--- src/hdl/gblur_pkg.sv ---
// Package with constants and types shared by the 3x3 blur stream modules.
package gblur_pkg;

  localparam int MAX_WIDTH    = 1024;
  localparam int MAX_CHANNELS = 4;
  localparam int MAX_HEIGHT   = 4095;

  localparam int LINE_DEPTH = MAX_WIDTH * MAX_CHANNELS;
  localparam int LINE_AW    = $clog2(LINE_DEPTH);
  localparam int COL_W      = $clog2(MAX_WIDTH);
  localparam int CH_W       = (MAX_CHANNELS > 1) ? $clog2(MAX_CHANNELS) : 1;
  localparam int ROW_W      = 12;
  localparam int PIX_W      = 8;
  localparam int SUM_W      = PIX_W + 4;
  localparam int WIN_TAPS   = 6;

  localparam int CFG_IDX_W = 2;
  localparam int CFG_DW    = 12;

  // Configuration register indexes.
  localparam logic [CFG_IDX_W-1:0] REG_IMAGE_WIDTH   = 2'd0;
  localparam logic [CFG_IDX_W-1:0] REG_IMAGE_HEIGHT  = 2'd1;
  localparam logic [CFG_IDX_W-1:0] REG_CHANNEL_COUNT = 2'd2;

  // Frame geometry, stored as last index of each dimension.
  typedef struct packed {
    logic [COL_W-1:0] w_m1;
    logic [ROW_W-1:0] h_m1;
    logic [CH_W-1:0]  nc_m1;
  } geom_t;

  // Everything the datapath needs to know about one accepted item.
  typedef struct packed {
    logic [LINE_AW-1:0] addr;
    logic [ROW_W-1:0]   row_m1;
    logic [COL_W-1:0]   col_m1;
    logic [CH_W-1:0]    ch;
    logic               has_result;
    logic               frame_last;
  } item_info_t;

endpackage

--- src/hdl/gblur_window.sv ---
// Per-channel 3x3 window columns and the binomial weighted sum.
module gblur_window
  import gblur_pkg::*;
  (
  input  logic             clk,
  input  logic             upd_en,
  input  logic [CH_W-1:0]  ch,
  input  logic [PIX_W-1:0] top,
  input  logic [PIX_W-1:0] mid,
  input  logic [PIX_W-1:0] bot,
  output logic [PIX_W-1:0] filtered
);

  // Taps 0..2 hold column x-2 (top, mid, bottom), taps 3..5 column x-1.
  logic [PIX_W-1:0] win_r [MAX_CHANNELS][WIN_TAPS];
  logic [SUM_W-1:0] col_old, col_prev, col_new, sum;

  always_comb begin
    col_old  = SUM_W'(win_r[ch][0]) + (SUM_W'(win_r[ch][1]) << 1) + SUM_W'(win_r[ch][2]);
    col_prev = SUM_W'(win_r[ch][3]) + (SUM_W'(win_r[ch][4]) << 1) + SUM_W'(win_r[ch][5]);
    col_new  = SUM_W'(top) + (SUM_W'(mid) << 1) + SUM_W'(bot);
    sum      = col_old + (col_prev << 1) + col_new;
  end

  assign filtered = sum[SUM_W-1:4];

  always_ff @(posedge clk) begin
    if (upd_en) begin
      win_r[ch][0] <= win_r[ch][3];
      win_r[ch][1] <= win_r[ch][4];
      win_r[ch][2] <= win_r[ch][5];
      win_r[ch][3] <= top;
      win_r[ch][4] <= mid;
      win_r[ch][5] <= bot;
    end
  end

endmodule
--- config.mk ---
export PLATFORM = sky130hd
export DESIGN_NAME = gblur_window
export DESIGN_NICKNAME = d
export VERILOG_FILES = /design/src/hdl/gblur_pkg.sv /design/src/hdl/gblur_window.sv
export SDC_FILE = /design/constraint.sdc
export NUM_CORES = 1
export LEC_CHECK = 0
export ABC_AREA = 1
export BUFFER_PORTS_ARGS = -buffer_cell sky130_fd_sc_hd__buf_2
export CORE_MARGIN = 4
export CORE_UTILIZATION = 25
export DETAILED_ROUTE_END_ITERATION = 16
export GPL_ROUTABILITY_DRIVEN = 0
export PLACE_DENSITY_LB_ADDON = 0.12
export SLEW_MARGIN = 20
export SYNTH_ARGS = -nofsm -noshare
export SYNTH_HDL_FRONTEND = slang
export SYNTH_SLANG_ARGS = --single-unit
--- constraint.sdc ---
create_clock -name clk -period 9.9 [get_ports clk]
set_input_delay 1.485 -clock clk [delete_from_list [all_inputs] [get_ports clk]]
set_output_delay 1.485 -clock clk [all_outputs]
set_load 0.02 [all_outputs]
# ---- Yosys cells after proc, flatten, opt, wreduce, memory -nomap -nowiden
# Memories as Yosys holds them, arrays and structs flattened.
# Index checks and enable logic that the tools add are counted.
dict set report totals {
  reg_bits 0
  memories 1
  ram_bits 192
  out_inout_bits 8
}
dict set report op_classes {
  n_addsub 8
  muxes 2
}
# name words width read_ports rd_clocked_by_memory_dff wr line_no
set mem_list {}
lappend mem_list {win_r 4 48 1 0 1 gblur_window.sv:15} ;# logic [PIX_W-1:0] win_r [MAX_CHANNELS][WIN_TAPS];
# operator n
set op_table {}
lappend op_table {{adder 10 x 8 -> 11 bit} 3}
lappend op_table {{adder 8 x 9 -> 10 bit} 3}
lappend op_table {{adder 11 x 12 -> 12 bit} 1}
lappend op_table {{adder 12 x 11 -> 12 bit} 1}
lappend op_table {{two-way mux 1 bit} 2}

# ---- Depth between registers and ports, before layout
# An unclocked memory read counts as a cell.
dict set report depth {
  ltp_word 5
  depth_mapped 31
}

# ---- Worst setup path before layout
# No wires, ideal clock.
dict set report synth_timing {
  kind {in2out}
  start {input ch[1]}
  end {output filtered[7]}
  cell_stages 25
  arrival_ns 7.148
  path_slack_ns 1.267
  t_required_ns 8.415
  path_cell_list {inv_2 > nand2_2 > inv_2 > buf_2 > buf_4 > a22oi_1 > nand2_1 > fa_1 > inv_1 > fa_1 > o21ai_0 > xor2_1 > fa_1 > fa_1 > inv_1 > fa_1 > inv_1 > fa_1 > inv_1 > ha_1 > a21oi_1 > o21ai_0 > a21oi_1 > nand2_1 > xor2_1}
}
dict set report synth_between {
  elab_chain_len 5
  elab_cells_between_ends 7
  cone_classes {6 x add/sub; 1 x memory}
}
# item line_no
set synth_rtl {}
lappend synth_rtl {{start, declared} gblur_window.sv:7} ;# input logic [CH_W-1:0] ch,
lappend synth_rtl {{memory (4 x 48 bit) (*)} n/a}
lappend synth_rtl {{adder 8 x 9 -> 10 bit, on equally long branches} {gblur_window.sv:19, gblur_window.sv:20}}
lappend synth_rtl {{adder 10 x 8 -> 11 bit, on equally long branches} {gblur_window.sv:19, gblur_window.sv:20}}
lappend synth_rtl {{adder 11 x 12 -> 12 bit (*)} gblur_window.sv:22} ;# sum = col_old + (col_prev << 1) + col_new;
lappend synth_rtl {{adder 12 x 11 -> 12 bit (*)} gblur_window.sv:22}
lappend synth_rtl {{end, declared} gblur_window.sv:11} ;# output logic [PIX_W-1:0] filtered
# Every way passes the cells marked *; elsewhere a longest branch is shown, timed or not.

# ---- Final worst setup path
dict set report layout_timing {
  start {input ch[0]}
  end {output filtered[7]}
}
# The elaborated chain is that of the path after synthesis.

==> run summary <==
status: finished clean
worst skew pair latency: 0.44 ns
count of final hold-check violations: 0
hold depth: 2
Resize count post-CTS: 0
Clock Sinks: 192
Setup CP Type: input pin to output port
r2r setup slk: 8.60 ns
Die ar.: 0.0384 sq mm
Tot GR Track Use: 0.115
CTS tree: built
global-route wire length before repair: 33.3 mm
Root Driver: clkbuf_16
P&R area growth vs syn: 15.8%
grt total ovfl: 0
drt total wl: 21.5 mm
Port Buffer Count: 35
largest area contributor in the netlist: edfxtp_1
wire per inst: 18.9 um
Clock Skew: 0.0119 ns
antenna violations before repair: 0
Hold Startpoint: win_r[3][8]
Worst path slowest cell: fa_1
Post-Syn Instances: 616
layout cell share with drive strength beyond 1: 0.155
M2 GR Usage: 0.183
startpoint types: input pin
hold_ws: 0.644 ns
Core Footprint: 0.0347 sq mm
Max Slew Vio Count: 0
final net count: 765
Largest register FFs: 192
Worst-path clk slew: 0.07 ns
vias per cell: 4.29
Top reg by flops: win_r
Worst R2R End: win_r[3][41]
FF-to-FF path depth: 4
data arrival time of the worst path: 7.78 ns
DRT iter0 DRCs: 267
height of the die: 196 um
pin count of the biggest net entering global routing: 38
Regs by FF count: win_r (192)
Clock Path Buffers: 2
worst reg2reg path startpoint: win_r[0][17]
vias in the first global route: 5270
hold endpoint: win_r[0][32]
commonest non-fill, non-tap cell in the layout: edfxtp_1
met1 usage: 0.162
RSZ-0062 raised after global routing: no
1st-pass router iterations: 4
TritonCTS Buffers: 17
worst slew pin tran: 0.754 ns
Antenna Cells: 0
CP max FO: 11
required time of the critical path: 8.42 ns
M3 GR Usage: 0.0201
CTS HTree Levels: 4
Relative slew margins: 0.497
worst min-delay path class: register to register
Tmin final: 9.26 ns
syn nets: 712
Avg Cell Area, Syn: 14.3 sq um
GR peak layer: met2
detailed placement HPWL: 14.4 mm
final setup fails: 0
IO Pins: 36
mapped cell area: 0.00883 sq mm
Vias: 4883
main area contributors after synthesis: edfxtp_1 65%, fa_1 10%, inv_1 3.9%, a22oi_1 3.3%, ha_1 3.3%
Synth Warn #: 0
share of the synthesized area in the top cell type: 0.653
sequential element share of the synthesized area: 0.653
Synth cell types: 32
FF+latch count, synth: 192
most frequent cells in the layout: 192 x edfxtp_1, 92 x inv_1, 76 x nand2_1, 45 x fa_1, 39 x a22oi_1
CP endpoint kind: output port
post-route ant nets: 0
die width: 196 um
Fmax: 108 MHz
CP dominant cell by count: fa_1
Initial Util: 0.254
Critical Path Max Stage Delay: 0.54 ns
Setup Fix Bufs, Post-CTS: 0
drc violations: 0
# Max-Cap Violations: 0
Hold-fix buffers, CTS: 0
post-route setup TNS: 0 ns
Final Cycle Share: 0.935
Site Rows: 68
## metrics by stage
step                      cell area [sq um]   util  cells  setup WS (ns)
after floorplan                        8830      -    616           1.27
after global placement                 9630  0.277   1105          0.584
after detailed placement               9630  0.277   1105          0.559
after CTS                             10200  0.294   1137          0.563
after global routing                  10200  0.294   1137         0.0619
final                                 10200  0.294   1137          0.639
## routing by layer
| metal | up-vias | wire length (um) |
|---|---|---|
| met5 | - | 0 |
| met4 | 0 | 373 |
| met3 | 18 | 489 |
| met2 | 51 | 10200 |
| met1 | 2498 | 10400 |
| li1 | 2316 | - |
## Yosys cell counts (all sizes together)
cell    number
clkbuf       4
a21oi       13
nand4        3
edfxtp     192
o21bai       1
inv         97
nor2        27
a22o         9
o21ai        7
o22a         4
a211oi       1
ha          23
nand3       13
xnor2        2
a22oi       39
nand2       82
a221oi      10
o22ai       16
nor3         1
buf         12
a31oi        1
fa          45
xor2         8
o221ai       4
o211ai       2
## critical path: cells and delay by family
kind	cells	cell delay (ns)
adders and majority gates	7	3.21
and+or+nand+nor	9	1.17
buffers and inverters	9	1.13
xor gates and xnor gates	2	0.40
AOI/OAI and AO/OA	3	0.37
## worst max path at each step
stage | from | to | slack, ns | depth (start not counted)
final | ch[0] | filtered[7] | 0.64 | 30
after global routing | ch[0] | filtered[7] | 0.06 | 30
after CTS | ch[0] | filtered[7] | 0.56 | 25
after detailed placement | ch[0] | filtered[7] | 0.56 | 30
after global placement | ch[0] | filtered[7] | 0.58 | 30
after floorplan | ch[1] | filtered[7] | 1.27 | 25
## cell families after synthesis
group / count (synthesis) / synth area share
flip-flops: 192 / 0.653
XOR/XNOR: 10 / 0.00992
AO/OA/AOI/OAI: 107 / 0.0931
buffers and inverters: 113 / 0.0506
AND/OR/NAND/NOR: 126 / 0.0584
adder cells (fa/ha/maj): 68 / 0.135
## area by class of cell
type                            count  area [sq um]
Clock inverter                     15           165
Inverter                           97           364
Clock buffer                       17           425
Tap cell                          455           569
Multi-Input combinational cell    311          2640
Timing Repair Buffer               50           288
Sequential cell                   192          5770
Fill cell                        3506         24500
Power is not shown: default switching activity piles up to over one toggle a cycle in this logic, so the estimate is an artifact.
