## src/hdl/gblur_pkg.sv

```systemverilog
// Package with constants and types shared by the 3x3 blur stream modules.
package gblur_pkg;

  localparam int MAX_WIDTH    = 1024;
  localparam int MAX_CHANNELS = 4;
  localparam int MAX_HEIGHT   = 4095;

  localparam int LINE_DEPTH = MAX_WIDTH * MAX_CHANNELS;
  localparam int LINE_AW    = $clog2(LINE_DEPTH);
  localparam int COL_W      = $clog2(MAX_WIDTH);
  localparam int CH_W       = (MAX_CHANNELS > 1) ? $clog2(MAX_CHANNELS) : 1;
  localparam int ROW_W      = 12;
  localparam int PIX_W      = 8;
  localparam int SUM_W      = PIX_W + 4;
  localparam int WIN_TAPS   = 6;

  localparam int CFG_IDX_W = 2;
  localparam int CFG_DW    = 12;

  // Configuration register indexes.
  localparam logic [CFG_IDX_W-1:0] REG_IMAGE_WIDTH   = 2'd0;
  localparam logic [CFG_IDX_W-1:0] REG_IMAGE_HEIGHT  = 2'd1;
  localparam logic [CFG_IDX_W-1:0] REG_CHANNEL_COUNT = 2'd2;

  // Frame geometry, stored as last index of each dimension.
  typedef struct packed {
    logic [COL_W-1:0] w_m1;
    logic [ROW_W-1:0] h_m1;
    logic [CH_W-1:0]  nc_m1;
  } geom_t;

  // Everything the datapath needs to know about one accepted item.
  typedef struct packed {
    logic [LINE_AW-1:0] addr;
    logic [ROW_W-1:0]   row_m1;
    logic [COL_W-1:0]   col_m1;
    logic [CH_W-1:0]    ch;
    logic               has_result;
    logic               frame_last;
  } item_info_t;

endpackage

```

## src/hdl/gblur_ctrl.sv

```systemverilog
// Geometry registers and raster position counters of the 3x3 blur block.
module gblur_ctrl
  import gblur_pkg::*;
  (
  input  logic                 clk,
  input  logic                 rst_n,
  input  logic                 cfg_we,
  input  logic [CFG_IDX_W-1:0] cfg_index,
  input  logic [CFG_DW-1:0]    cfg_data,
  input  logic                 item_fire,
  output item_info_t           info,
  output geom_t                geom
);

  geom_t              geom_r, geom_nxt;
  logic [ROW_W-1:0]   row_r, row_nxt;
  logic [COL_W-1:0]   col_r, col_nxt;
  logic [CH_W-1:0]    ch_r, ch_nxt;
  logic [LINE_AW-1:0] addr_r, addr_nxt;

  logic [COL_W:0]   w_raw, w_sat;
  logic [ROW_W-1:0] h_raw, h_sat;
  logic [2:0]       nc_raw, nc_sat;
  logic             last_ch, last_col, last_row;
  logic             restart;

  // Saturate written values to the supported geometry.
  always_comb begin
    w_raw  = cfg_data[COL_W:0];
    h_raw  = cfg_data[ROW_W-1:0];
    nc_raw = cfg_data[2:0];
    if (w_raw < (COL_W+1)'(3)) begin
      w_sat = (COL_W+1)'(3);
    end else if (w_raw > (COL_W+1)'(MAX_WIDTH)) begin
      w_sat = (COL_W+1)'(MAX_WIDTH);
    end else begin
      w_sat = w_raw;
    end
    h_sat = (h_raw < ROW_W'(3)) ? ROW_W'(3) : h_raw;
    if (nc_raw == 3'd0) begin
      nc_sat = 3'd1;
    end else if (nc_raw > 3'(MAX_CHANNELS)) begin
      nc_sat = 3'(MAX_CHANNELS);
    end else begin
      nc_sat = nc_raw;
    end
  end

  assign last_ch  = (ch_r == geom_r.nc_m1);
  assign last_col = (col_r == geom_r.w_m1);
  assign last_row = (row_r == geom_r.h_m1);

  always_comb begin
    geom_nxt = geom_r;
    restart  = 1'b0;
    if (cfg_we) begin
      case (cfg_index)
        REG_IMAGE_WIDTH: begin
          geom_nxt.w_m1 = COL_W'(w_sat - (COL_W+1)'(1));
          restart       = 1'b1;
        end
        REG_IMAGE_HEIGHT: begin
          geom_nxt.h_m1 = h_sat - ROW_W'(1);
          restart       = 1'b1;
        end
        REG_CHANNEL_COUNT: begin
          geom_nxt.nc_m1 = CH_W'(nc_sat - 3'd1);
          restart        = 1'b1;
        end
        default: begin
          restart = 1'b0;
        end
      endcase
    end
  end

  always_comb begin
    row_nxt  = row_r;
    col_nxt  = col_r;
    ch_nxt   = ch_r;
    addr_nxt = addr_r;
    if (restart) begin
      row_nxt  = '0;
      col_nxt  = '0;
      ch_nxt   = '0;
      addr_nxt = '0;
    end else if (item_fire) begin
      if (!last_ch) begin
        ch_nxt   = ch_r + CH_W'(1);
        addr_nxt = addr_r + LINE_AW'(1);
      end else begin
        ch_nxt = '0;
        if (!last_col) begin
          col_nxt  = col_r + COL_W'(1);
          addr_nxt = addr_r + LINE_AW'(1);
        end else begin
          col_nxt  = '0;
          addr_nxt = '0;
          row_nxt  = last_row ? '0 : row_r + ROW_W'(1);
        end
      end
    end
  end

  always_ff @(posedge clk) begin
    if (!rst_n) begin
      geom_r.w_m1  <= COL_W'(639);
      geom_r.h_m1  <= ROW_W'(479);
      geom_r.nc_m1 <= CH_W'(2);
      row_r        <= '0;
      col_r        <= '0;
      ch_r         <= '0;
      addr_r       <= '0;
    end else begin
      geom_r <= geom_nxt;
      row_r  <= row_nxt;
      col_r  <= col_nxt;
      ch_r   <= ch_nxt;
      addr_r <= addr_nxt;
    end
  end

  always_comb begin
    info.addr       = addr_r;
    info.row_m1     = row_r - ROW_W'(1);
    info.col_m1     = col_r - COL_W'(1);
    info.ch         = ch_r;
    info.has_result = (row_r >= ROW_W'(2)) && (col_r >= COL_W'(2));
    info.frame_last = last_row && last_col && last_ch;
  end

  assign geom = geom_r;

endmodule

```

## config.mk

```make
export PLATFORM = sky130hd
export DESIGN_NAME = gblur_ctrl
export DESIGN_NICKNAME = d
export VERILOG_FILES = /design/src/hdl/gblur_pkg.sv /design/src/hdl/gblur_ctrl.sv
export SDC_FILE = /design/constraint.sdc
export NUM_CORES = 1
export LEC_CHECK = 0
export BUFFER_PORTS_ARGS = -buffer_cell sky130_fd_sc_hd__buf_2
export CAP_MARGIN = 40
export CORE_ASPECT_RATIO = 0.8
export CORE_MARGIN = 1.5
export CORE_UTILIZATION = 35
export CTS_CLUSTER_SIZE = 12
export DETAILED_ROUTE_END_ITERATION = 8
export PLACE_DENSITY_LB_ADDON = 0.2
export SLEW_MARGIN = 20
export SYNTH_ARGS = -nofsm -noshare
export SYNTH_HDL_FRONTEND = slang
export SYNTH_SLANG_ARGS = --single-unit
export TNS_END_PERCENT = 20
```

## constraint.sdc

```tcl
create_clock -name clk -period 2.3 [get_ports clk]
set_clock_uncertainty 0.05 [all_clocks]
set_input_delay 0 -clock clk [delete_from_list [all_inputs] [get_ports clk]]
set_output_delay 0 -clock clk [all_outputs]
set_load 0.01 [all_outputs]
```

After elaboration in Yosys (flattened, before gate mapping) --
Cells that the tools add are included. W data, S select, Z words.
Cells by class: mux-type cells 12, add/subtract/negate cells 9, eq/ne operators 5, order comparisons 6, reductions and logical operators 12, bitwise gates (word level) 1
Operator list (number):
- $mux W12 | 4
- $mux W10 | 3
- $add A12 B1 Y12 const B | 2
- $sub A12 B1 Y12 const B | 2
- $sub A10 B1 Y10 const B | 2
- $eq A12 B12 Y1 | 1
- $ge A12 B2 Y1 const B | 1
- $lt A12 B2 Y1 const B | 1
- $gt A11 B11 Y1 const B | 1
- $lt A11 B2 Y1 const B | 1
- $add A10 B1 Y10 const B | 1
- $eq A10 B10 Y1 | 1
- $ge A10 B2 Y1 const B | 1
- $reduce_and A2 Y1 | 4
- $mux W2 | 3
- $gt A3 B3 Y1 const B | 1
- $logic_and A1 B1 Y1 | 3
- $logic_not A3 Y1 | 1
- $reduce_and A3 Y1 | 1
- $reduce_or A3 Y1 | 1
- $add A2 B1 Y2 const B | 1
- $eq A2 B1 Y1 const B | 1
- $eq A2 B2 Y1 | 1
- $eq A2 B2 Y1 const B | 1
- other kinds (5) | 6
Storage, ports and cells: register bits after elaboration 60, output and inout port bits 62, bits of input ports 18

Depth between registers and ports, before layout --
Gate-level depths: netlist of the first run.
word-level depth 5, gate-level depth with buffers 9, depth with buffers taken out 8

Least setup slack after synthesis of the first run --
No wires, ideal clock.
path kind register to register, start point register col_r[8], end point register row_r[11], required time 2.150 ns, library setup time 0.100 ns, slack 0.330 ns, arrival 1.820 ns, cell stages (with the launch flop) 7, cells stage by stage dfxtp_1 -> buf_6 -> xor2_2 -> nor4_4 -> nand4_2 -> mux2_4 -> a2111oi_4
Between the ends: cells in the longest elaborated chain, start to end 2
Ends and longest elaborated chain:
- from (decl) | RTL line gblur_ctrl.sv:17 | logic [COL_W-1:0] col_r, col_nxt;
- from (signal assigned) | RTL line gblur_ctrl.sv:117 | col_r <= col_nxt;
- $eq A10 B10 Y1 | RTL line gblur_ctrl.sv:50 | assign last_col = (col_r == geom_r.w_m1);
- $reduce_and A3 Y1 (no line)
- to (signal assigned) | RTL line gblur_ctrl.sv:116 | row_r <= row_nxt;
- to (decl) | RTL line gblur_ctrl.sv:16 | logic [ROW_W-1:0] row_r, row_nxt;
Every way passes these cells. A chain may end at the register's enable or synchronous reset.

Worst setup path in the final report of the first run --
Same ends and word-level chain as after synthesis.

==> results.py, run 1 <==
metrics = {
    "grt": {
        "grt_pass1_vias": 3167,
        "grt_use_total": 0.1883,
        "antenna_found_initial": 0,
        "grt_max_degree": 29,
        "grt_pass1_wl_um": 16240,
        "overflow": 0,
    },
    "clocking": {
        "cts.sinks": 60,
        "worstSkewPairLatency_ns": 0.32,
        "clkTransAtPathRegs_ns": 0.05,
        "cts_setup_buffers": 0,
        "cts-root-buf": "clkbuf_16",
        "htree_levels": 3,
        "cts_made_buffers": 9,
        "cts_tree": "built",
        "cts_buffer_depth": 2,
    },
    "sta": {
        "layout_setup_ws_ns": 0.1643,
        "fmax_mhz": 468.2,
        "period_share": 0.9286,
        "drv_slew": 0,
        "tns_ns": 0,
        "final_hold_viol_count": 0,
        "relSlewSlack": 0.6532,
        "worst_pin_slew_ns": 0.5186,
        "setup_viol": 0,
        "fin_crit_ns": 2.136,
        "rsz0062_at_grt": "true",
    },
    "setup_path": {
        "path_class": "reg -> reg",
        "reg2reg_from": "col_r[8]$_SDFFE_PP0P_",
        "cp.required_ns": 2.47,
        "cp.arrival_ns": 2.31,
        "start_kind": "flip-flop",
        "cp-end-kind": "flip-flop",
        "cp_max_fo": 7,
        "cp-startpoint": "col_r[8]$_SDFFE_PP0P_",
    },
    "pwr": {
        "intPower_w": 0.002054,
        "power_frac_seq": 0.405,
        "p_switching_w": 0.0006411,
        "power_leakage_nw": 1.863,
        "clock_power_share": 0.505,
        "combPwrFrac": 0.090,
        "p_sw_frac": 0.2379,
        "p_total_w": 0.002695,
        "vdd_ir_drop_max_uv": 368.1,
        "p_per_area_nw_per_um2": 588.1,
    },
    "logic_synthesis": {
        "ys_ff_latch": 60,
        "yosys_warnings": 0,
        "yosysUniqueCellTypes": 51,
        "synth_area_um2": 3652,
        "synth_seq_area_share": 0.3289,
        "avgSynthCellArea_um2": 8.152,
        "postSynthCellCount": 448,
        "syn_nets": 475,
    },
    "floorplan": {
        "fp.dieArea_um2": 11060,
        "chipWidth_um": 117.2,
        "core.rowCount": 33,
        "core_region_area_um2": 10200,
        "ioPinCount": 80,
        "die-height_um": 94.37,
        "start_util": 0.3581,
    },
    "layout": {
        "fillCellCount": 1042,
        "final_common_cell": "buf_2",
        "drive_above_1_share": 0.2335,
        "mostFrequentLayoutCells": "79 x buf_2, 60 x dfxtp_1, 50 x nor2_1, 50 x xor2_1, 45 x nand2_1",
        "diodes": 0,
        "finalNetCount": 553,
        "utilization": 0.4494,
        "final_area_um2": 4583,
        "area.growth.synth_to_final_pct": 25.49,
    },
    "placed_design": {
        "place_ws_ns": 0.1711,
        "gp_congestion": 0.8807,
        "hpwlAfterDp_um": 7601,
        "placed_area_um2": 4224,
        "port_buffers": 79,
    },
    "hold_path": {
        "hold_start": "item_fire",
        "hold_path.class": "in -> reg",
    },
    "flow_run": {
        "cap_violations": 0,
    },
    "routing": {
        "drtIter0Drc": 275,
        "ant_nets": 0,
        "totalWireLength_um": 9961,
        "drt-vias-per-instance": 5.136,
        "drc": 0,
        "drt_pass1_iterations": 4,
        "wl_per_cell_um": 14.85,
        "dr_total_vias": 3446,
    },
    "outcome": {
        "status": "finished, final reports clean",
    },
}
## per-stage QoR
step	instances	hold WS [ns]
CTS	671	0.01109
detailed placement	652	0.2582
global placement	652	0.2565
floorplan	448	0.08606
finish	671	0.01484
global route	671	0.03221
## layer usage
metal | wire, um | up-vias | share of wire | global-route usage
met1 | 4960 | 1618 | 0.50 | 0.2730
met4 | 115 | 0 | 0.012 | 0.04618
met2 | 4355 | 88 | 0.44 | 0.2800
met5 | 0 | - | 0 | 0
li1 | - | 1731 | - | -
met3 | 530 | 9 | 0.053 | 0.04429
## timing repair
action	CTS	global route
resized for setup	0	4
hold buffers	3	0
setup endpoints to repair	0	9
endpoints found under the hold margin	3	0
## power groups by stage
stage	Combinational (W)	Sequential, W	Clock, W
5_1_grt	0.000272	0.00109	0.00145
4_1_cts	0.000241	0.00109	0.00139
3_3_place_gp	0.000235	0.00111	0
6_report	0.000242	0.00109	0.00136
3_5_place_dp	0.000236	0.00111	0
2_1_floorplan	0.000137	0.00112	0
## final timing paths
kind	to	slack, ns	cells after the start
setup reg to reg	row_r[11]$_SDFFE_PP0P_	0.16	5
setup / recovery	row_r[11]$_SDFFE_PP0P_	0.16	5
hold / removal	addr_r[0]$_SDFFE_PP0P_	0.01	3
hold reg to reg	geom[13]$_SDFFE_PN0P_	0.44	2
## final cells by class
| cell class | instances | area (um^2) | share of cell area |
|---|---|---|---|
| inverters | 11 | 41.29 | 0.009009 |
| well taps | 140 | 175.2 | 0.03822 |
| multi-input cells | 345 | 2296 | 0.5010 |
| clock buffers | 12 | 256.5 | 0.05597 |
| flip-flops and latches | 60 | 1201 | 0.2621 |
| repair buffers | 99 | 565.5 | 0.1234 |
| clock inverters | 4 | 47.55 | 0.01037 |
## worst max-delay path, cell delays in order (launching register included)
cell and delay, ns:
dfxtp_1 0.49, xor2_2 0.14, nor4_4 0.47, nand4_2 0.22
mux2_4 0.36, a2111oi_4 0.30
## cells in the mapped netlist, drive strengths merged
| master | count | area, um^2 |
|---|---|---|
| buf | 11 | 60.05 |
| or4 | 5 | 37.54 |
| mux2i | 6 | 60.06 |
| and3b | 1 | 8.760 |
| and3 | 8 | 50.05 |
| o31ai | 5 | 37.54 |
| dfxtp | 60 | 1201 |
| nor4 | 19 | 148.9 |
| or3b | 1 | 8.760 |
| inv | 11 | 41.29 |
| and2 | 3 | 18.77 |
| nand2 | 45 | 168.9 |
| or4b | 2 | 20.02 |
| o31a | 4 | 36.29 |
| o211ai | 9 | 67.56 |
| nor2 | 50 | 187.7 |
| xnor2 | 22 | 192.7 |
| o221ai | 1 | 8.760 |
| o311ai | 1 | 8.760 |
| nand3b | 2 | 15.01 |
| or2 | 1 | 6.260 |
| o311a | 1 | 10.01 |
| nor4b | 1 | 15.01 |
| nand2b | 1 | 6.260 |
| nor3 | 20 | 100.1 |
| or3 | 2 | 12.51 |
| a21boi | 1 | 7.510 |
| clkbuf | 21 | 78.83 |
| o21ai | 15 | 75.07 |
| ha | 9 | 112.6 |
| a31oi | 3 | 18.77 |
| nand4 | 20 | 131.4 |
| nand3 | 13 | 65.06 |
| and4 | 2 | 17.52 |
| mux2 | 1 | 15.01 |
| nand4b | 1 | 8.760 |
| a21oi | 9 | 45.04 |
| a2111oi | 3 | 45.05 |
| o21a | 1 | 7.510 |
| nor2b | 3 | 18.77 |
| xor2 | 51 | 454.2 |
| nor3b | 3 | 22.52 |
## sequential cells by signal (all words and copies together), names as in the netlist
name and cells:
ch_r 2, geom 24, col_r 10, addr_r 12, row_r 12
## cells by family (layout without fill, tap and decap cells)
logic type / Yosys count / after routing / synth area share
xor gates and xnor gates: 73 / 73 / 0.1771
adders and majority gates: 9 / 9 / 0.03083
muxes: 7 / 7 / 0.02055
DFF: 60 / 60 / 0.3289
and+or+nand+nor: 203 / 203 / 0.2926
buffers and inverters: 43 / 126 / 0.04933
AOI/OAI and AO/OA: 53 / 53 / 0.1007
Note: power is estimated with default switching activity, not from simulation.
==> run 2: changes to the inputs <==
--- a/config.mk
+++ b/config.mk
@@ -13,6 +13,7 @@
 export CTS_CLUSTER_SIZE = 12
 export DETAILED_ROUTE_END_ITERATION = 8
 export PLACE_DENSITY_LB_ADDON = 0.2
+export RECOVER_POWER = 50
 export SLEW_MARGIN = 20
 export SYNTH_ARGS = -nofsm -noshare
 export SYNTH_HDL_FRONTEND = slang
==> results.py, run 2 (synthesis results as in run 1) <==
metrics = {
    "floorplan": {
        "fp.dieArea_um2": 11060,
        "chipWidth_um": 117.2,
        "start_util": 0.3581,
        "core_region_area_um2": 10200,
        "core.rowCount": 33,
        "ioPinCount": 80,
        "die-height_um": 94.37,
    },
    "layout": {
        "seqCellArea_um2": 1201,
        "finalNetCount": 553,
        "diodes": 0,
        "largest_register_ff_count": 24,
        "multi_input_area_um2": 2296,
        "fillCellCount": 1062,
        "final_common_cell": "dfxtp_1",
        "area.growth.synth_to_final_pct": 23.50,
        "drive_above_1_share": 0.1356,
        "mostFrequentLayoutCells": "60 x dfxtp_1, 53 x clkbuf_1, 50 x nor2_1, 50 x xor2_1, 45 x nand2_1",
    },
    "hold_path": {
        "min_path_cells": 3,
        "hold_start": "item_fire",
        "holdPathEnd": "addr_r[0]$_SDFFE_PP0P_",
        "hold_path.class": "in -> reg",
    },
    "setup_path": {
        "cp-end-kind": "flip-flop",
        "reg2regPathDepth": 5,
        "cp.arrival_ns": 2.32,
        "start_kind": "flip-flop",
        "timing.rr.end": "row_r[11]$_SDFFE_PP0P_",
        "cp.required_ns": 2.47,
        "reg2reg_slack_ns": 0.15,
        "path_class": "reg -> reg",
        "cp_max_fo": 7,
        "reg2reg_from": "col_r[0]$_SDFFE_PP0P_",
    },
    "clocking": {
        "clkTransAtPathRegs_ns": 0.05,
        "cts-root-buf": "clkbuf_16",
        "worstSkewPairLatency_ns": 0.32,
        "cts.sinks": 60,
        "cts_tree": "built",
        "cts_made_buffers": 9,
        "htree_levels": 3,
        "cts_setup_buffers": 0,
        "cts_buffer_depth": 2,
    },
    "sta": {
        "setup_viol": 0,
        "fin_crit_ns": 2.146,
        "fmax_mhz": 466.0,
        "drv_slew": 0,
        "rsz0062_at_grt": "true",
        "final_hold_viol_count": 0,
        "worst_pin_slew_ns": 0.5456,
        "period_share": 0.9329,
        "hold_slack_ns": 0.009207,
        "tns_ns": 0,
        "relSlewSlack": 0.6363,
    },
    "pwr": {
        "combPwrFrac": 0.087,
        "p_per_area_nw_per_um2": 596.2,
        "clock_power_share": 0.506,
        "power_leakage_nw": 1.723,
        "vdd_ir_drop_max_uv": 368.8,
        "p_switching_w": 0.0006425,
        "intPower_w": 0.002047,
        "p_sw_frac": 0.2389,
        "power_frac_seq": 0.406,
    },
    "grt": {
        "grt_use_total": 0.1883,
        "grt_pass1_wl_um": 16240,
        "overflow": 0,
        "grt_pass1_vias": 3167,
        "antenna_found_initial": 0,
        "grt_max_degree": 29,
    },
    "outcome": {
        "status": "finished, final reports clean",
    },
    "routing": {
        "wl_per_cell_um": 14.94,
        "drt_pass1_iterations": 4,
        "dr_total_vias": 3431,
        "ant_nets": 0,
        "totalWireLength_um": 10030,
        "drc": 0,
        "drtIter0Drc": 240,
        "drt-vias-per-instance": 5.113,
    },
    "placed_design": {
        "hpwlAfterDp_um": 7601,
        "gp_congestion": 0.8807,
        "port_buffers": 79,
    },
    "flow_run": {
        "cap_violations": 0,
    },
}
## run 2: power by group through the flow
stage                     logic, W  clock network, W  registers (W)
after floorplan           0.000137                 0        0.00112
after global placement    0.000235                 0        0.00111
after detailed placement  0.000236                 0        0.00111
after CTS                 0.000241           0.00139        0.00109
after global routing      0.000264           0.00145        0.00110
final                     0.000235           0.00136        0.00109
## run 2: area by class of cell
type                       count  area share
multi-input combinational    345      0.5090
tap                          140     0.03883
inverter                      11    0.009154
sequential                    60      0.2663
timing repair buffer          99      0.1093
clock buffer                  12     0.05687
clock inverter                 4     0.01054
## run 2: worst max path at each step
stage	from	end	slack, ns	depth (start not counted)
floorplan	col_r[8]$_SDFFE_PP0P_	row_r[11]$_SDFFE_PP0P_	0.33	6
global placement	col_r[8]$_SDFFE_PP0P_	row_r[11]$_SDFFE_PP0P_	0.22	5
detailed placement	col_r[0]$_SDFFE_PP0P_	row_r[11]$_SDFFE_PP0P_	0.17	5
CTS	cfg_data[5]	geom[12]$_SDFFE_PN0P_	0.08	10
global route	col_r[3]$_SDFFE_PP0P_	row_r[10]$_SDFFE_PP0P_	-0.06	5
finish	col_r[0]$_SDFFE_PP0P_	row_r[11]$_SDFFE_PP0P_	0.15	5
## run 2: metal layers
layer,global-route usage,up-vias,part of all wire
met5,0,-,0
met4,0.04618,0,0.011
met3,0.04429,9,0.050
met2,0.2800,86,0.44
met1,0.2730,1605,0.50
li1,-,1731,-
## run 2: worst max-delay path, stage by stage (launching register included)
cell and delay [ns]:
dfxtp_1 0.45, xor2_1 0.14, nor4_4 0.49, nand4_2 0.25
mux2_4 0.36, a2111oi_4 0.30
## run 2: timing repair
action	4_1_cts	5_1_grt
setup endpoints to repair	0	9
hold endpoints to repair	3	0
hold buffers	3	0
resized for setup	0	4
## run 2: metrics by stage
step / util / cells / setup slack, ns / cell area (um^2) / total power (W)
after floorplan: - / 448 / 0.3304 / 3652 / 0.001253
after global placement: 0.4142 / 652 / 0.2230 / 4224 / 0.001349
after detailed placement: 0.4142 / 652 / 0.1711 / 4224 / 0.001351
after CTS: 0.4469 / 671 / 0.07874 / 4558 / 0.002722
after global routing: 0.4423 / 671 / -0.05622 / 4511 / 0.002809
final: 0.4423 / 671 / 0.1543 / 4511 / 0.002689
==> run 3: changes to the inputs <==
--- a/config.mk
+++ b/config.mk
@@ -5,7 +5,7 @@
 export SDC_FILE = /design/constraint.sdc
 export NUM_CORES = 1
 export LEC_CHECK = 0
-export BUFFER_PORTS_ARGS = -buffer_cell sky130_fd_sc_hd__buf_2
+export BUFFER_PORTS_ARGS = -buffer_cell sky130_fd_sc_hd__buf_4
 export CAP_MARGIN = 40
 export CORE_ASPECT_RATIO = 0.8
 export CORE_MARGIN = 1.5
==> results.py, run 3 (synthesis results as in run 1) <==
metrics = {
    "setup_path": {
        "cp-startpoint": "cfg_data[5]",
        "crit_top_cell": "nor2_1",
        "critical_path.cell_chain": "dlygate4sd3_1 > buf_4 > or4_4 > nor4b_4 > nor2_1 > ha_1 > nand2_1 > nor2_1 > xnor2_1 > o211ai_1",
        "cp.required_ns": 2.44,
        "start_kind": "primary input",
        "cp-end-kind": "flip-flop",
        "cp_max_fo": 7,
        "path_class": "in -> reg",
        "slowest_stage": "dlygate4sd3_1",
        "max_stage_delay_ns": 0.53,
        "cp.arrival_ns": 2.26,
        "reg2reg_from": "col_r[9]$_SDFFE_PP0P_",
        "reg2regPathDepth": 5,
    },
    "outcome": {
        "status": "finished, final reports clean",
    },
    "layout": {
        "largest_register_ff_count": 24,
        "final_common_cell": "dfxtp_1",
        "fin_cells": 670,
        "diodes": 0,
        "multi_input_area_um2": 2302,
        "fillCellCount": 1094,
        "seqCellArea_um2": 1202,
        "mostFrequentLayoutCells": "59 x dfxtp_1, 51 x clkbuf_1, 50 x nor2_1, 50 x xor2_1, 45 x nand2_1",
        "utilization": 0.4510,
        "finalNetCount": 553,
        "drive_above_1_share": 0.1302,
        "final_area_um2": 4599,
        "area.growth.synth_to_final_pct": 25.93,
    },
    "pwr": {
        "p_per_area_nw_per_um2": 578.9,
        "vdd_ir_drop_max_uv": 322.5,
        "power_leakage_nw": 1.757,
        "p_total_w": 0.002663,
    },
    "routing": {
        "drt-vias-per-instance": 5.100,
        "totalWireLength_um": 10120,
        "dr_total_vias": 3417,
        "ant_nets": 0,
        "drt_pass1_iterations": 5,
        "drtIter0Drc": 204,
        "drc": 0,
        "wl_per_cell_um": 15.11,
    },
    "hold_path": {
        "hold_path.class": "in -> reg",
        "min_path_cells": 3,
        "hold_start": "cfg_data[6]",
    },
    "clocking": {
        "cts_buffer_depth": 2,
        "worstSkewPairLatency_ns": 0.33,
        "cts.sinks": 60,
        "cts_setup_buffers": 0,
        "clkTransAtPathRegs_ns": 0.05,
        "cts-root-buf": "clkbuf_16",
        "htree_levels": 3,
        "cts_tree": "built",
        "cts_made_buffers": 9,
    },
    "sta": {
        "final_hold_viol_count": 0,
        "worst_pin_slew_ns": 0.5264,
        "period_share": 0.9228,
        "relSlewSlack": 0.6482,
        "tns_ns": 0,
        "drv_slew": 0,
        "fmax_mhz": 471.2,
        "fin_crit_ns": 2.122,
        "rsz0062_at_grt": "false",
        "setup_viol": 0,
    },
    "floorplan": {
        "core_region_area_um2": 10200,
        "ioPinCount": 80,
        "chipWidth_um": 117.2,
        "start_util": 0.3581,
        "die-height_um": 94.37,
        "fp.dieArea_um2": 11060,
        "core.rowCount": 33,
    },
    "grt": {
        "grt_max_degree": 30,
        "grt_use_total": 0.1875,
        "grt_pass1_vias": 3175,
        "antenna_found_initial": 0,
        "overflow": 0,
        "grt_pass1_wl_um": 16090,
    },
    "placed_design": {
        "port_buffers": 79,
        "hpwlAfterDp_um": 7593,
        "placed_area_um2": 4377,
        "dpl.cell_count": 646,
        "gp_congestion": 0.8783,
    },
    "flow_run": {
        "cap_violations": 0,
    },
}
==> run 3: cell count changes in the layout (fill, tap and decap cells not counted), sizes merged <==
cell,previous run,this run
buf,44,39
clkinv,2,3
dlygate4sd3,3,9
clkbuf,64,61
==> run 3: final timing paths <==
| check | slack (ns) | to |
|---|---|---|
| setup reg to reg | 0.18 | row_r[10]$_SDFFE_PP0P_ |
| setup / recovery | 0.18 | geom[10]$_SDFFE_PN1P_ |
| hold / removal | 0.02 | geom[8]$_SDFFE_PN1P_ |
| hold reg to reg | 0.46 | geom[13]$_SDFFE_PN0P_ |
==> run 3: worst max-delay path, delay by kind of cell <==
family	cells	cell delay [ns]
AOI/OAI and AO/OA	1	0.09
adders and majority gates	1	0.25
buffers and inverters	2	0.69
xor gates and xnor gates	1	0.12
and+or+nand+nor	5	1.10
==> run 3: through the flow <==
stage                     setup slack [ns]  hold slack (ns)
after floorplan                     0.3304          0.08606
final                               0.1776          0.01527
after detailed placement            0.1150           0.2220
after global routing              0.006364          0.02200
after CTS                          0.07828        0.0004448
after global placement              0.1979           0.2425
==> run 3: timing repair <==
item,in CTS,in global routing
endpoints found under the hold margin,24,0
hold buffers,9,0
setup endpoints to repair,0,8
resized for setup,0,6
==> run 3: final cells by class <==
| class | count | share of cell area |
|---|---|---|
| flip-flops and latches | 60 | 0.2614 |
| repair buffers | 99 | 0.1276 |
| multi-input cells | 345 | 0.5005 |
| inverters | 11 | 0.008977 |
| clock inverters | 5 | 0.01143 |
| well taps | 140 | 0.03808 |
| clock buffers | 10 | 0.05196 |
==> run 3: metal layers <==
layer / global-route usage / up-vias / routed length (um)
met4: 0.04518 / 0 / 86
met3: 0.04557 / 8 / 462
met2: 0.2912 / 76 / 4514
li1: - / 1727 / -
met1: 0.2617 / 1606 / 5057
met5: 0 / - / 0
==> run 3: where the power goes <==
group	leakage, nW	switching [W]	total (W)	internal, W
registers	0.487	0.0000298	0.00109	0.00106
logic	1.13	0.000148	0.000251	0.000103
clock network	0.144	0.000463	0.00132	0.000854
total	1.76	0.000641	0.00266	0.00202
